==> src/design/jd2cal_pkg.sv <==
`timescale 1ns / 1ps

package jd2cal_pkg;

	localparam int unsigned PC_W = 7;
	typedef logic [PC_W-1:0] pc_t;

	// calendar constants
	localparam logic [31:0] JULIAN_LAST_DAY = 32'd2299160;
	localparam logic [31:0] JUL_CYCLE       = 32'd1461;
	localparam logic [31:0] GREG_SHIFT      = 32'd1721120;
	localparam logic [31:0] GREG_ERA        = 32'd146097;
	localparam logic [31:0] GREG_CENT       = 32'd36524;
	localparam logic [31:0] YEAR_LEAP       = 32'd366;
	localparam logic [31:0] YEAR_COMMON     = 32'd365;
	localparam logic [23:0] JUL_EPOCH_YEAR  = 24'd4712;
	localparam logic [23:0] ERA_YEARS       = 24'd400;
	localparam logic [23:0] CENT_YEARS      = 24'd100;
	localparam logic [23:0] CYCLE_YEARS     = 24'd4;
	localparam logic [3:0]  MAR_BASED_JAN   = 4'd10;
	localparam logic [3:0]  MAR_TO_CIVIL    = 4'd3;
	localparam logic [3:0]  JAN_TO_CIVIL    = 4'd9;
	localparam logic [3:0]  FEB_IDX         = 4'd1;

	// microprogram layout
	localparam pc_t A_WAIT   = 7'd0;
	localparam pc_t A_JDIV   = 7'd1;
	localparam pc_t A_JYEAR  = 7'd12;
	localparam pc_t A_JMON   = 7'd15;
	localparam pc_t A_FIN    = 7'd26;
	localparam pc_t A_GSHIFT = 7'd27;
	localparam pc_t A_GERA   = 7'd28;
	localparam pc_t A_GCENT  = 7'd43;
	localparam pc_t A_GGRP   = 7'd46;
	localparam pc_t A_GYEAR  = 7'd51;
	localparam pc_t A_GMON   = 7'd54;
	localparam pc_t A_GLAST  = 7'd64;

	// month lengths, january based and march based
	localparam logic [4:0] JUL_MLEN [0:10] = '{5'd31, 5'd28, 5'd31, 5'd30, 5'd31, 5'd30,
		5'd31, 5'd31, 5'd30, 5'd31, 5'd30};
	localparam logic [4:0] GREG_MLEN [0:10] = '{5'd31, 5'd30, 5'd31, 5'd30, 5'd31, 5'd31,
		5'd30, 5'd31, 5'd30, 5'd31, 5'd31};

	typedef enum logic [2:0] {
		OP_WAIT = 3'b001,
		OP_CSUB = 3'b010,
		OP_FIN  = 3'b100
	} op_t;

	typedef enum logic [1:0] {
		COND_NEXT,
		COND_FAIL,
		COND_ALWAYS
	} cond_t;

	typedef struct packed {
		op_t         op;
		logic [31:0] k;
		logic [23:0] inc;
		logic        to_month;
		logic        feb;
		cond_t       cond;
		pc_t         tgt;
	} uword_t;

	typedef struct packed {
		logic load;
		logic step;
		logic fin;
	} ctl_t;

	typedef struct packed {
		logic pass;
		logic greg;
	} stat_t;

endpackage

==> src/design/jd2cal_if.sv <==
`timescale 1ns / 1ps

interface jd2cal_in_if;
	logic        valid;
	logic        ready;
	logic [31:0] day_number;

	modport source (output valid, output day_number, input ready);
	modport sink (input valid, input day_number, output ready);
endinterface

interface jd2cal_out_if;
	logic        valid;
	logic        ready;
	logic [4:0]  day_of_month;
	logic [3:0]  month_number;
	logic [23:0] year_number;
	logic        before_christ;

	modport source (output valid, output day_of_month, output month_number,
		output year_number, output before_christ, input ready);
	modport sink (input valid, input day_of_month, input month_number,
		input year_number, input before_christ, output ready);
endinterface

==> src/design/jd2cal_ucode_rom.sv <==
`timescale 1ns / 1ps

module jd2cal_ucode_rom (
	input  jd2cal_pkg::pc_t    pc,
	output jd2cal_pkg::uword_t uw
);

	logic [3:0] jmon_idx;
	logic [3:0] gmon_idx;

	assign jmon_idx = 4'(pc - jd2cal_pkg::A_JMON);
	assign gmon_idx = 4'(pc - jd2cal_pkg::A_GMON);

	always_comb begin
		uw.op       = jd2cal_pkg::OP_CSUB;
		uw.k        = 32'd0;
		uw.inc      = 24'd0;
		uw.to_month = 1'b0;
		uw.feb      = 1'b0;
		uw.cond     = jd2cal_pkg::COND_NEXT;
		uw.tgt      = jd2cal_pkg::A_WAIT;
		unique case (pc) inside
			jd2cal_pkg::A_WAIT: begin
				uw.op  = jd2cal_pkg::OP_WAIT;
				uw.tgt = jd2cal_pkg::A_GSHIFT;
			end
			[jd2cal_pkg::A_JDIV:jd2cal_pkg::A_JYEAR-1]: begin
				// restoring division by 1461, one quotient bit per step
				uw.k   = jd2cal_pkg::JUL_CYCLE << 5'(jd2cal_pkg::A_JYEAR - pc - 7'd1);
				uw.inc = jd2cal_pkg::CYCLE_YEARS << 5'(jd2cal_pkg::A_JYEAR - pc - 7'd1);
			end
			[jd2cal_pkg::A_JYEAR:jd2cal_pkg::A_JMON-1]: begin
				// leap year leads the julian four-year cycle
				uw.k    = (pc == jd2cal_pkg::A_JYEAR) ? jd2cal_pkg::YEAR_LEAP
					: jd2cal_pkg::YEAR_COMMON;
				uw.inc  = 24'd1;
				uw.cond = jd2cal_pkg::COND_FAIL;
				uw.tgt  = jd2cal_pkg::A_JMON;
			end
			[jd2cal_pkg::A_JMON:jd2cal_pkg::A_FIN-1]: begin
				uw.k        = {27'd0, jd2cal_pkg::JUL_MLEN[jmon_idx]};
				uw.feb      = (jmon_idx == jd2cal_pkg::FEB_IDX);
				uw.to_month = 1'b1;
				uw.cond     = jd2cal_pkg::COND_FAIL;
				uw.tgt      = jd2cal_pkg::A_FIN;
			end
			jd2cal_pkg::A_FIN: begin
				uw.op  = jd2cal_pkg::OP_FIN;
				uw.tgt = jd2cal_pkg::A_WAIT;
			end
			jd2cal_pkg::A_GSHIFT: begin
				// rebase to 1 march of year 0
				uw.k = jd2cal_pkg::GREG_SHIFT;
			end
			[jd2cal_pkg::A_GERA:jd2cal_pkg::A_GCENT-1]: begin
				uw.k   = jd2cal_pkg::GREG_ERA << 5'(jd2cal_pkg::A_GCENT - pc - 7'd1);
				uw.inc = jd2cal_pkg::ERA_YEARS << 5'(jd2cal_pkg::A_GCENT - pc - 7'd1);
			end
			[jd2cal_pkg::A_GCENT:jd2cal_pkg::A_GGRP-1]: begin
				// at most three short centuries, the fourth keeps its leap day
				uw.k   = jd2cal_pkg::GREG_CENT;
				uw.inc = jd2cal_pkg::CENT_YEARS;
			end
			[jd2cal_pkg::A_GGRP:jd2cal_pkg::A_GYEAR-1]: begin
				uw.k   = jd2cal_pkg::JUL_CYCLE << 5'(jd2cal_pkg::A_GYEAR - pc - 7'd1);
				uw.inc = jd2cal_pkg::CYCLE_YEARS << 5'(jd2cal_pkg::A_GYEAR - pc - 7'd1);
			end
			[jd2cal_pkg::A_GYEAR:jd2cal_pkg::A_GMON-1]: begin
				uw.k   = jd2cal_pkg::YEAR_COMMON;
				uw.inc = 24'd1;
			end
			[jd2cal_pkg::A_GMON:jd2cal_pkg::A_GLAST]: begin
				// february is last in a march based year and is never subtracted
				uw.k        = {27'd0, jd2cal_pkg::GREG_MLEN[gmon_idx]};
				uw.to_month = 1'b1;
				uw.cond     = (pc == jd2cal_pkg::A_GLAST) ? jd2cal_pkg::COND_ALWAYS
					: jd2cal_pkg::COND_FAIL;
				uw.tgt      = jd2cal_pkg::A_FIN;
			end
			default: begin
				uw.cond = jd2cal_pkg::COND_ALWAYS;
			end
		endcase
	end

endmodule

==> src/design/jd2cal_datapath.sv <==
`timescale 1ns / 1ps

module jd2cal_datapath (
	input  logic               clk,
	input  logic [31:0]        day_number,
	input  jd2cal_pkg::uword_t uw,
	input  jd2cal_pkg::ctl_t   ctl,
	output jd2cal_pkg::stat_t  stat,
	output logic [4:0]         day_of_month,
	output logic [3:0]         month_number,
	output logic [23:0]        year_number,
	output logic               before_christ
);

	logic [31:0] rem_q;
	logic [23:0] yr_q;
	logic [3:0]  mp_q;
	logic        greg_q;
	logic [4:0]  day_q;
	logic [3:0]  mon_q;
	logic [23:0] year_q;
	logic        bc_q;

	logic        leap;
	logic [31:0] k_eff;
	logic        pass;
	logic [4:0]  fin_day;
	logic [3:0]  fin_mon;
	logic [23:0] fin_year;
	logic        fin_bc;

	// julian leap years sit at year offsets divisible by four
	assign leap  = (yr_q[1:0] == 2'b00);
	assign k_eff = uw.k + {31'd0, uw.feb & leap};
	assign pass  = (rem_q >= k_eff);

	assign stat.pass = pass;
	assign stat.greg = (day_number > jd2cal_pkg::JULIAN_LAST_DAY);

	always_ff @(posedge clk) begin
		if (ctl.load) begin
			rem_q  <= day_number;
			yr_q   <= 24'd0;
			mp_q   <= 4'd0;
			greg_q <= stat.greg;
		end else if (ctl.step && pass) begin
			rem_q <= rem_q - k_eff;
			if (uw.to_month) begin
				mp_q <= mp_q + 4'd1;
			end else begin
				yr_q <= yr_q + uw.inc;
			end
		end
	end

	always_comb begin
		fin_day = rem_q[4:0] + 5'd1;
		fin_bc  = 1'b0;
		if (greg_q) begin
			if (mp_q < jd2cal_pkg::MAR_BASED_JAN) begin
				fin_mon  = mp_q + jd2cal_pkg::MAR_TO_CIVIL;
				fin_year = yr_q;
			end else begin
				fin_mon  = mp_q - jd2cal_pkg::JAN_TO_CIVIL;
				fin_year = yr_q + 24'd1;
			end
		end else begin
			fin_mon = mp_q + 4'd1;
			if (yr_q <= jd2cal_pkg::JUL_EPOCH_YEAR) begin
				fin_bc   = 1'b1;
				fin_year = jd2cal_pkg::JUL_EPOCH_YEAR + 24'd1 - yr_q;
			end else begin
				fin_year = yr_q - jd2cal_pkg::JUL_EPOCH_YEAR;
			end
		end
	end

	always_ff @(posedge clk) begin
		if (ctl.fin) begin
			day_q  <= fin_day;
			mon_q  <= fin_mon;
			year_q <= fin_year;
			bc_q   <= fin_bc;
		end
	end

	assign day_of_month  = day_q;
	assign month_number  = mon_q;
	assign year_number   = year_q;
	assign before_christ = bc_q;

endmodule

==> src/design/julian_day_to_calendar_date_top.sv <==
// Converts a day count (0 is 1 January 4713 BC) into day, month, year and a BC
// flag: Julian calendar through 4 October 1582, Gregorian from 15 October 1582.
// One request is converted at a time by a microprogram of conditional
// subtractions on a single 32-bit subtractor and compare. A Julian date runs
// the four-year division, year and month steps, a Gregorian date the rebase,
// era, century, four-year, year and month steps; after its final step the
// program goes back to the wait step to take the next request. The finished
// result sits in an output register, so the next request is taken while it
// waits; the program stalls at its final step only if a second result is ready
// before the first has been taken.
`timescale 1ns / 1ps

module julian_day_to_calendar_date_top (
	input logic          clk,
	input logic          arst_n,
	jd2cal_in_if.sink    query,
	jd2cal_out_if.source result
);

	jd2cal_pkg::pc_t    pc_q;
	logic               out_v_q;
	jd2cal_pkg::uword_t uw;
	jd2cal_pkg::ctl_t   ctl;
	jd2cal_pkg::stat_t  stat;
	logic               accept;
	logic               fin_go;

	jd2cal_ucode_rom u_rom (
		.pc (pc_q),
		.uw (uw)
	);

	jd2cal_datapath u_dp (
		.clk           (clk),
		.day_number    (query.day_number),
		.uw            (uw),
		.ctl           (ctl),
		.stat          (stat),
		.day_of_month  (result.day_of_month),
		.month_number  (result.month_number),
		.year_number   (result.year_number),
		.before_christ (result.before_christ)
	);

	assign query.ready = (uw.op == jd2cal_pkg::OP_WAIT);
	assign accept      = query.valid && query.ready;
	assign fin_go      = (uw.op == jd2cal_pkg::OP_FIN) && (!out_v_q || result.ready);

	assign ctl.load = accept;
	assign ctl.step = (uw.op == jd2cal_pkg::OP_CSUB);
	assign ctl.fin  = fin_go;

	always_ff @(posedge clk or negedge arst_n) begin
		if (!arst_n) begin
			pc_q <= jd2cal_pkg::A_WAIT;
		end else begin
			unique case (uw.op)
				jd2cal_pkg::OP_WAIT: begin
					if (accept) begin
						pc_q <= stat.greg ? uw.tgt : pc_q + 7'd1;
					end
				end
				jd2cal_pkg::OP_CSUB: begin
					case (uw.cond)
						jd2cal_pkg::COND_NEXT:   pc_q <= pc_q + 7'd1;
						jd2cal_pkg::COND_FAIL:   pc_q <= stat.pass ? pc_q + 7'd1 : uw.tgt;
						jd2cal_pkg::COND_ALWAYS: pc_q <= uw.tgt;
						default:                 pc_q <= jd2cal_pkg::A_WAIT;
					endcase
				end
				jd2cal_pkg::OP_FIN: begin
					if (fin_go) begin
						pc_q <= uw.tgt;
					end
				end
				default: pc_q <= jd2cal_pkg::A_WAIT;
			endcase
		end
	end

	always_ff @(posedge clk or negedge arst_n) begin
		if (!arst_n) begin
			out_v_q <= 1'b0;
		end else if (fin_go) begin
			out_v_q <= 1'b1;
		end else if (result.ready) begin
			out_v_q <= 1'b0;
		end
	end

	assign result.valid = out_v_q;

endmodule

==> src/flat_wrapper.sv <==
// flat-port wrapper written by rule: the top's interface ports become plain ports
module julian_day_to_calendar_date_top_flat 
  (clk, arst_n, query_valid, query_day_number, query_ready, result_valid, result_day_of_month, result_month_number, result_year_number, result_before_christ, result_ready);
  jd2cal_in_if query_i ();
  jd2cal_out_if result_i ();
  input logic clk;
  input logic arst_n;
  input wire logic [$bits(query_i.valid)-1:0] query_valid;
  input wire logic [$bits(query_i.day_number)-1:0] query_day_number;
  output wire logic [$bits(query_i.ready)-1:0] query_ready;
  output wire logic [$bits(result_i.valid)-1:0] result_valid;
  output wire logic [$bits(result_i.day_of_month)-1:0] result_day_of_month;
  output wire logic [$bits(result_i.month_number)-1:0] result_month_number;
  output wire logic [$bits(result_i.year_number)-1:0] result_year_number;
  output wire logic [$bits(result_i.before_christ)-1:0] result_before_christ;
  input wire logic [$bits(result_i.ready)-1:0] result_ready;
  assign query_i.valid = query_valid;
  assign query_i.day_number = query_day_number;
  assign query_ready = query_i.ready;
  assign result_valid = result_i.valid;
  assign result_day_of_month = result_i.day_of_month;
  assign result_month_number = result_i.month_number;
  assign result_year_number = result_i.year_number;
  assign result_before_christ = result_i.before_christ;
  assign result_i.ready = result_ready;
  julian_day_to_calendar_date_top u_core (.clk(clk), .arst_n(arst_n), .query(query_i), .result(result_i));
endmodule
==> config.mk <==
export PLATFORM = sky130hd
export DESIGN_NAME = julian_day_to_calendar_date_top_flat
export DESIGN_NICKNAME = d
export VERILOG_FILES = /design/src/design/jd2cal_pkg.sv /design/src/design/jd2cal_if.sv /design/src/design/jd2cal_ucode_rom.sv /design/src/design/jd2cal_datapath.sv /design/src/design/julian_day_to_calendar_date_top.sv /design/src/flat_wrapper.sv
export SDC_FILE = /design/constraint.sdc
export NUM_CORES = 1
export LEC_CHECK = 0
export ABC_CLOCK_PERIOD_IN_PS = 20700
export BUFFER_PORTS_ARGS = -buffer_cell sky130_fd_sc_hd__buf_4
export CAP_MARGIN = 20
export CORE_ASPECT_RATIO = 2
export CORE_MARGIN = 8
export CORE_UTILIZATION = 60
export DETAILED_ROUTE_END_ITERATION = 10
export PLACE_DENSITY = 0.78
export SYNTH_ARGS = -nofsm -noshare
export SYNTH_HDL_FRONTEND = slang
export SYNTH_SLANG_ARGS = --single-unit
==> constraint.sdc <==
create_clock -name clk -period 20.7 [get_ports clk]
set_input_delay 5.175 -clock clk [delete_from_list [all_inputs] [get_ports clk]]
set_output_delay 5.175 -clock clk [all_outputs]
set_load 0.01 [all_outputs]
==> results.cfg, run 1 <==
[outcome]
outcome = finished, final reports clean

[floorplanning]
start_util_pct = 60.8
die_w_um = 113
die_h_um = 211
dieArea_um2 = 23900
core-area_um2 = 18700
ios = 72
rows = 71

[setup_path]
cp.required_ns = 20.96
cp-start-kind = flip-flop
crit_path_top_delay_cell = a2111oi_2
path_class = flip-flop to flip-flop
critPathBufInv = 2
critPathArrivalTime_ns = 9.48
end_kind = flip-flop
crit_path_frequent_cell = ha_1
max_stage_delay_ns = 0.72
cp_top_family = compound AO/OA/AOI/OAI gates
cp_max_fo = 28

[synthesis]
synth_cells = 1467
yosys.cell_types.count = 93
yosys_warnings = 0
syn_area_um2 = 11400
syn-num-nets = 1595
synth_top_flop_cell = edfxtp_1
synth.ff_latch_count = 103
synthArstFlopShare_pct = 7.77
synth_area_per_cell_um2 = 7.77
synth-edff-count = 67
synth_sequential_area_ratio_pct = 24.3

[place]
place_congestion = 1.06
port_buffers = 71
hpwl_um = 35400
dp.cells = 1744

[sta]
finalSetupViolations = 0
max_freq_ghz = 0.108
fin_skew_ns = 0.0170
min_period_over_period_pct = 44.5
worst_slew_pin_slew_ns = 1.20
fin_tns_setup_ns = 0
rsz0062_at_grt = false
period_needed_ns = 9.22
maxSlewHeadroom_pct = 18.7
slew_violations = 0
hold_viol = 0

[route]
drc_errors = 0
wire_per_inst_um = 26.9
postRouteAntennaNets = 0
drtIter0Drc = 1427
wl_um = 47400
dr.pass1.iters = 8
viasPerCell = 7.04
vias = 12399

[global_route]
antenna_found_initial = 0
grt_max_degree = 54
grtUsageTotal_pct = 39.6
grt_overflow = 0
grt_pass1_wl_um = 71600
grt_pass1_vias = 12642

[final_layout]
fill_cells = 1528
multi_input_area_um2 = 8180
stdcell_count = 1761
fin_nets = 1629
final-seq-area_um2 = 2770
diodes = 0
syn2layout_area_growth_pct = 9.46
drive_above_1_share_pct = 10.5

[clock_tree]
cts_hold_buf = 0
cts_setup_buffers = 0
h-tree-depth = 3
clkTransAtPathRegs_ns = 0.09
cts_tree = yes
clkSinkCount = 103
cts-buffers-inserted = 9
cts_buffer_depth = 2
insertion_delay_ns = 0.39
cts_resized = 0
cts_root_buf = clkbuf_16

[run]
maxCapViolCount = 0

[worst_hold_path]
hold_class = flip-flop to flip-flop
## cell families after synthesis
family,count (synthesis),share of synthesized area [%]
simple gates,533,22.4
compound gates,477,27.4
buf+inv,119,4.19
xor+xnor,110,8.57
flops,103,24.3
fa+ha+maj,93,10.2
mux,32,2.83
## final timing paths
| check | start | endpoint | slack (ns) | cells after the start |
|---|---|---|---|---|
| hold reg to reg | u_core.u_dp.yr_q[23]$_SDFFE_PP0P_ | u_core.u_dp.yr_q[23]$_SDFFE_PP0P_ | 0.53 | 1 |
| setup / recovery | u_core.pc_q[2]$_DFFE_PN0P_ | u_core.u_dp.mp_q[3]$_SDFFE_PP0P_ | 11.48 | 28 |
| max in group asynchronous | arst_n | u_core.pc_q[3]$_DFFE_PN0P_ | 15.98 | 1 |
| min in group asynchronous | arst_n | u_core.pc_q[2]$_DFFE_PN0P_ | 4.59 | 1 |
| hold / removal | u_core.u_dp.yr_q[23]$_SDFFE_PP0P_ | u_core.u_dp.yr_q[23]$_SDFFE_PP0P_ | 0.53 | 1 |
| setup reg to reg | u_core.pc_q[2]$_DFFE_PN0P_ | u_core.u_dp.mp_q[3]$_SDFFE_PP0P_ | 11.48 | 28 |
## synthesized netlist by cell type, types with 8 or more instances
| master | instances | area (um2) |
|---|---|---|
| a211oi_1 | 15 | 113 |
| a21boi_0 | 8 | 60.1 |
| a21o_1 | 26 | 195 |
| a21oi_1 | 126 | 631 |
| a22oi_1 | 17 | 128 |
| a31oi_1 | 21 | 131 |
| and2_1 | 17 | 106 |
| and3_1 | 17 | 106 |
| clkbuf_1 | 61 | 229 |
| dfrtp_1 | 8 | 200 |
| dfxtp_1 | 28 | 561 |
| edfxtp_1 | 67 | 2010 |
| ha_1 | 91 | 1140 |
| inv_1 | 43 | 161 |
| mux2i_1 | 30 | 300 |
| nand2_1 | 154 | 578 |
| nand2b_1 | 10 | 62.6 |
| nand3_1 | 57 | 285 |
| nand3b_1 | 9 | 67.6 |
| nand4_1 | 16 | 100 |
| nor2_1 | 150 | 563 |
| nor3_1 | 33 | 165 |
| nor4_1 | 10 | 62.6 |
| o211ai_1 | 15 | 113 |
| o21ai_0 | 113 | 566 |
| o221ai_1 | 9 | 78.8 |
| o22ai_1 | 17 | 106 |
| o31ai_1 | 9 | 67.6 |
| or2_2 | 9 | 56.3 |
| or3_1 | 13 | 81.3 |
| xnor2_1 | 71 | 622 |
| xor2_1 | 38 | 333 |
## routing by layer
metal	part of all wire, %	global-route usage (%)	routed length [um]
met5	0	0	0
met4	9.2	34.1	4360
met3	7.9	7.99	3760
met2	51	71.3	24400
met1	31	37.1	14900
## final cells by class
type                    count  area share (%)
clock buffers               9            1.80
repair buffers             96            5.73
inverters                  46            1.38
well taps                 255            2.56
flip-flops and latches    103            22.2
clock inverters             7           0.802
multi-input cells        1245            65.5
## cells in the final DEF, fill, tap and decap left out, types with 26 or more instances in the layout
| master | netlist | layout |
|---|---|---|
| nand3_1 | 57 | 57 |
| dfxtp_1 | 28 | 28 |
| inv_1 | 43 | 43 |
| nand2_1 | 154 | 153 |
| a21o_1 | 26 | 26 |
| mux2i_1 | 30 | 30 |
| xnor2_1 | 71 | 70 |
| a21oi_1 | 126 | 126 |
| nor3_1 | 33 | 33 |
| ha_1 | 91 | 91 |
| o21ai_0 | 113 | 113 |
| buf_4 | 2 | 94 |
| edfxtp_1 | 67 | 67 |
| nor2_1 | 150 | 149 |
| xor2_1 | 38 | 38 |
## state kept, by name, summed over array words and instances (netlist names)
name	flops
u_core.u_dp.rem_q	32
u_core.u_dp.year_number	24
u_core.u_dp.yr_q	24
u_core.pc_q	7
u_core.u_dp.day_of_month	5
u_core.u_dp.month_number	4
u_core.u_dp.mp_q	4
u_core.result.valid	1
u_core.u_dp.before_christ	1
u_core.u_dp.greg_q	1
## per-stage QoR
stage	hold WS [ns]	setup WS, ns	cell area (um2)	util [%]
floorplan	0.457	13.26	11400	-
global placement	0.499	12.10	12100	64.8
detailed placement	0.507	11.85	12200	64.8
CTS	0.524	11.81	12500	66.6
global route	0.527	11.09	12500	66.6
finish	0.532	11.48	12500	66.6
Power of run 1 is not shown: default switching activity piles up to over one toggle a cycle in this logic, so the estimate is an artifact.
==> inputs of run 2 (changes only) <==
Settings changed: ABC_CLOCK_PERIOD_IN_PS 20700 to 8400, CORE_UTILIZATION 60 to 57.
Clock period 20.7 ns to 8.4 ns, I/O delays scaled along.
==> results.cfg, run 2 (synthesis gave the netlist of run 1 again) <==
[clock_tree]
cts_root_buf = clkbuf_16
cts_tree = yes
cts_buffer_depth = 2
clkTransAtPathRegs_ns = 0.08
cts-buffers-inserted = 9
h-tree-depth = 3
cts_hold_buf = 0
cts_resized = 0
clkSinkCount = 103
cts_setup_buffers = 0
insertion_delay_ns = 0.39

[floorplanning]
ios = 72
rows = 73
die_h_um = 216
die_w_um = 116
core-area_um2 = 19700
start_util_pct = 57.8
dieArea_um2 = 25100

[route]
postRouteAntennaNets = 0
wire_per_inst_um = 25.6
wl_um = 47200
drc_errors = 0
drtIter0Drc = 1354
vias = 12476
dr.pass1.iters = 6
viasPerCell = 6.78

[global_route]
grt_pass1_vias = 12792
grtUsageTotal_pct = 38.2
grt_max_degree = 44
antenna_found_initial = 0
grt_pass1_wl_um = 71200
grt_overflow = 0

[sta]
period_needed_ns = 7.93
hold_viol = 0
rsz0062_at_grt = false
worst_slew_pin_slew_ns = 1.23
slew_violations = 0
fin_hold_ws_ns = 0.551
fin_skew_ns = 0.0166
maxSlewHeadroom_pct = 17.7
fin_tns_setup_ns = 0
max_freq_ghz = 0.126
finalSetupViolations = 0
min_period_over_period_pct = 94.4

[outcome]
outcome = finished, final reports clean

[setup_path]
reg2regPathDepth = 29
cp-start-kind = flip-flop
crit_path_frequent_cell = ha_1
max_stage_delay_ns = 0.82
cp.required_ns = 8.67
path_class = flip-flop to flip-flop
end_kind = flip-flop
cp_max_fo = 16
crit_path_top_delay_cell = a31oi_1
critPathArrivalTime_ns = 8.20

[worst_hold_path]
min_path_cells = 1
hold_class = flip-flop to flip-flop

[final_layout]
final_cell_mix = buf_4 (166), nand2_1 (153), nor2_1 (149)
postLayoutCoreUtil_pct = 66.1
final_common_cell = buf_4
fin_nets = 1702
regMostFlops = u_core.u_dp.rem_q
syn2layout_area_growth_pct = 14.3
drive_above_1_share_pct = 14.6
largest_reg_flops = 32
diodes = 0
stdcell_area_um2 = 13000

[place]
placed_cell_area_um2 = 12700
port_buffers = 71
hpwl_um = 36100
place_congestion = 1.10

[run]
maxCapViolCount = 0
## run 2: path summary, 6_finish.rpt
kind	startpoint	to	slack, ns
worst max-delay path	u_core.pc_q[1]$_DFFE_PN0P_	u_core.pc_q[4]$_DFFE_PN0P_	0.47
worst min-delay path	u_core.u_dp.yr_q[23]$_SDFFE_PP0P_	u_core.u_dp.yr_q[23]$_SDFFE_PP0P_	0.55
worst max register to register	u_core.pc_q[1]$_DFFE_PN0P_	u_core.pc_q[4]$_DFFE_PN0P_	0.47
worst min register to register	u_core.u_dp.yr_q[23]$_SDFFE_PP0P_	u_core.u_dp.yr_q[23]$_SDFFE_PP0P_	0.55
max in group asynchronous	arst_n	u_core.pc_q[0]$_DFFE_PN0P_	6.75
min in group asynchronous	arst_n	u_core.result.valid$_DFFE_PN0P_	1.52
## run 2: worst max-delay path: cells and delay by family (launching register included)
kind	cells	cell delay, ns
buf+inv	3	0.58
compound gates	14	3.40
simple gates	8	2.13
fa+ha+maj	4	0.97
flops	1	0.72
## run 2: area by class of cell
| type | instances | area [um2] |
|---|---|---|
| fill | 1697 | 6690 |
| inverter | 46 | 173 |
| multi-input combinational | 1245 | 8170 |
| tap | 262 | 328 |
| sequential | 103 | 2770 |
| timing repair buffer | 169 | 1290 |
| clock buffer | 9 | 225 |
| clock inverter | 7 | 77.6 |
## run 2: routing by layer
layer	track usage [%]	up-vias	routed length [um]
li1	-	5682	-
met1	34.1	5849	14500
met2	66.4	666	24000
met3	8.84	279	3400
met4	38.3	0	5290
met5	0	-	0
## run 2: through the flow
step	cells	worst slack, ns
2_1_floorplan	1467	0.960
3_3_place_gp	1824	0.917
3_5_place_dp	1824	0.817
4_1_cts	1840	0.748
5_1_grt	1841	0.193
6_report	1841	0.470
Power of run 2 is left out for the same reason.
==> inputs of run 3 (changes only) <==
Settings changed: PLACE_DENSITY 0.78 to 0.77, SYNTH_HIERARCHICAL set to 1.
==> results.cfg, run 3 <==
[setup_path]
max_stage_delay_ns = 0.75
path_class = flip-flop to flip-flop
critPathBufInv = 4
crit_cells = 28
end_kind = flip-flop
reg2regPathDepth = 28
r2r-end = u_core/pc_q[4]$_DFFE_PN0P_
cp_max_fo = 12
crit_start = u_core/pc_q[2]$_DFFE_PN0P_
crit_path_top_delay_cell = o221ai_1
cp_top_family = simple AND/OR/NAND/NOR gates
cp-start-kind = flip-flop
cp-endpoint = u_core/pc_q[4]$_DFFE_PN0P_
crit_path_frequent_cell = nand2_1
critPathArrivalTime_ns = 8.18
rr_startpoint = u_core/pc_q[2]$_DFFE_PN0P_
cp.required_ns = 8.69
r2r_slack_ns = 0.51

[synthesis]
synth_cells = 1509
synthTopCellsByArea = edfxtp_1 (17%), ha_1 (9.9%), nand2_1 (5.8%), xnor2_1 (5.0%), dfxtp_1 (4.8%)
synth.ff_latch_count = 103
synth_top_flop_cell = edfxtp_1
synth-edff-count = 67
yosys_warnings = 6
synth_common_cells = nand2_1 (183), nor2_1 (117), a21oi_1 (100), ha_1 (93), o21ai_0 (83)
synth_area_per_cell_um2 = 7.82
syn_area_um2 = 11800
yosys.cell_types.count = 100
yosysMostFrequentCell = nand2_1
synth.largest_area_cell = edfxtp_1
synth_sequential_area_ratio_pct = 23.5
yosysTopAreaCellShare_pct = 17.1
synthArstFlopShare_pct = 7.77

[sta]
slew_violations = 0
worst_slew_pin_slew_ns = 1.03
finalSetupViolations = 0
fin_skew_ns = 0.0148
hold_viol = 0
maxSlewHeadroom_pct = 30.7
max_freq_ghz = 0.127
fin_tns_setup_ns = 0
period_needed_ns = 7.89
rsz0062_at_grt = false
min_period_over_period_pct = 93.9

[pwr]
ir_drop_mv = 0.413
switchingPower_mw = 2.91
pwr-share-seq_pct = 18.2
swShare_pct = 53.9
p_leak_nw = 5.25
pwr-share-comb_pct = 73.8
intPower_mw = 2.50
power.density_nw_per_um2 = 417
pwr-share-clk_pct = 8.0

[route]
drtIter0Drc = 1202
dr.pass1.iters = 7
drc_errors = 0
postRouteAntennaNets = 0
wire_per_inst_um = 24.7
vias = 12321
viasPerCell = 6.77
wl_um = 45000

[floorplanning]
dieArea_um2 = 25800
die_w_um = 118
core-area_um2 = 20400
ios = 72
die_h_um = 219
rows = 74
start_util_pct = 57.9

[global_route]
grt_max_degree = 65
grt_overflow = 0
grt_pass1_wl_um = 68700
antenna_found_initial = 1
grt_pass1_vias = 12242
grtUsageTotal_pct = 34.5

[final_layout]
syn2layout_area_growth_pct = 9.85
regMostFlops = u_core/u_dp/rem_q
diodes = 0
final_common_cell = nand2_1
fill_cells = 1811
fin_nets = 1681
final_cell_mix = nand2_1 (183), nor2_1 (117), buf_4 (115)
largest_reg_flops = 32
postLayoutCoreUtil_pct = 63.6
drive_above_1_share_pct = 11.0

[clock_tree]
clkTransAtPathRegs_ns = 0.08
clkSinkCount = 103
cts_hold_buf = 0
cts_root_buf = clkbuf_16
insertion_delay_ns = 0.37
h-tree-depth = 3
cts_setup_buffers = 0
cts_tree = yes
cts-buffers-inserted = 9
cts_buffer_depth = 2

[worst_hold_path]
hold_class = flip-flop to flip-flop

[run]
maxCapViolCount = 0

[place]
hpwl_um = 34000
port_buffers = 71
place_congestion = 1.04

[outcome]
outcome = finished, final reports clean
run 3: kinds of logic (layout without fill, tap and decap cells):
family | after synthesis | after routing | share of synthesized area [%]
DFF | 103 | 103 | 23.5
xor gates and xnor gates | 117 | 117 | 8.69
and+or+nand+nor | 535 | 535 | 22.3
other | 1 | 3 | 0.0318
AOI/OAI and AO/OA | 478 | 478 | 27.2
muxes | 33 | 33 | 2.82
adders and majority gates | 95 | 95 | 10.2
buffers and inverters | 147 | 191 | 5.24
run 3: final cells by class:
type / count / area (um2) / area share [%]
clock buffer: 11 / 243 / 1.87
clock inverter: 5 / 46.3 / 0.357
inverter: 58 / 218 / 1.68
multi-input combinational: 1261 / 8460 / 65.3
sequential: 103 / 2770 / 21.4
tap: 266 / 333 / 2.57
timing repair buffer: 117 / 891 / 6.87
run 3: routing by layer:
metal	global-route usage, %	routed length [um]	vias up
li1	-	-	5678
met1	32.3	14600	5833
met2	63.4	23000	588
met3	7.03	3320	220
met4	29.6	4110	2
met5	0	13	-
run 3: through the flow:
stage          hold slack, ns  power (mW)  std cells  setup WS [ns]  area [um2]
5_1_grt                 0.534        5.76       1821         0.0984       13000
6_report                0.521        5.41       1821          0.513       13000
3_3_place_gp            0.481        4.74       1804          0.727       12700
2_1_floorplan           0.458        3.69       1511          0.718       11800
4_1_cts                 0.525        5.26       1820          0.670       12900
3_5_place_dp            0.497        4.80       1804          0.706       12700
run 3: worst reg2reg max path: cells and delay by family (launching register included):
family	cells	cell delay (ns)
compound gates	4	1.33
buf+inv	4	0.70
xor+xnor	1	0.17
fa+ha+maj	3	0.95
flops	1	0.48
simple gates	16	4.17
run 3: power by group through the flow:
stage | clock [mW] | sequential [mW] | combinational [mW]
6_report | 0.434 | 0.984 | 3.99
2_1_floorplan | 0 | 0.924 | 2.76
3_3_place_gp | 0 | 0.986 | 3.75
4_1_cts | 0.444 | 0.980 | 3.84
3_5_place_dp | 0 | 0.991 | 3.81
5_1_grt | 0.458 | 0.999 | 4.30
run 3: how the worst min path moves through the flow:
stage	slack (ns)	end	startpoint	cells past startpoint
5_1_grt	0.53	u_core/u_dp/month_number[0]$_DFFE_PP_	u_core/u_dp/mp_q[0]$_SDFFE_PP0P_	1
6_report	0.52	u_core/u_dp/month_number[0]$_DFFE_PP_	u_core/u_dp/mp_q[0]$_SDFFE_PP0P_	1
3_5_place_dp	0.50	u_core/u_dp/month_number[0]$_DFFE_PP_	u_core/u_dp/mp_q[0]$_SDFFE_PP0P_	1
2_1_floorplan	0.46	u_core/u_dp/month_number[0]$_DFFE_PP_	u_core/u_dp/mp_q[0]$_SDFFE_PP0P_	1
3_3_place_gp	0.48	u_core/u_dp/month_number[0]$_DFFE_PP_	u_core/u_dp/mp_q[0]$_SDFFE_PP0P_	1
4_1_cts	0.52	u_core/u_dp/month_number[0]$_DFFE_PP_	u_core/u_dp/mp_q[0]$_SDFFE_PP0P_	1
run 3: what timing repair did:
action / 4_1_cts / 5_1_grt
endpoints found under the setup margin: 0 / 1
gates resized for setup: 0 / 2
endpoints found under the hold margin: 0 / 0
Power figures use the tool's default switching activity.
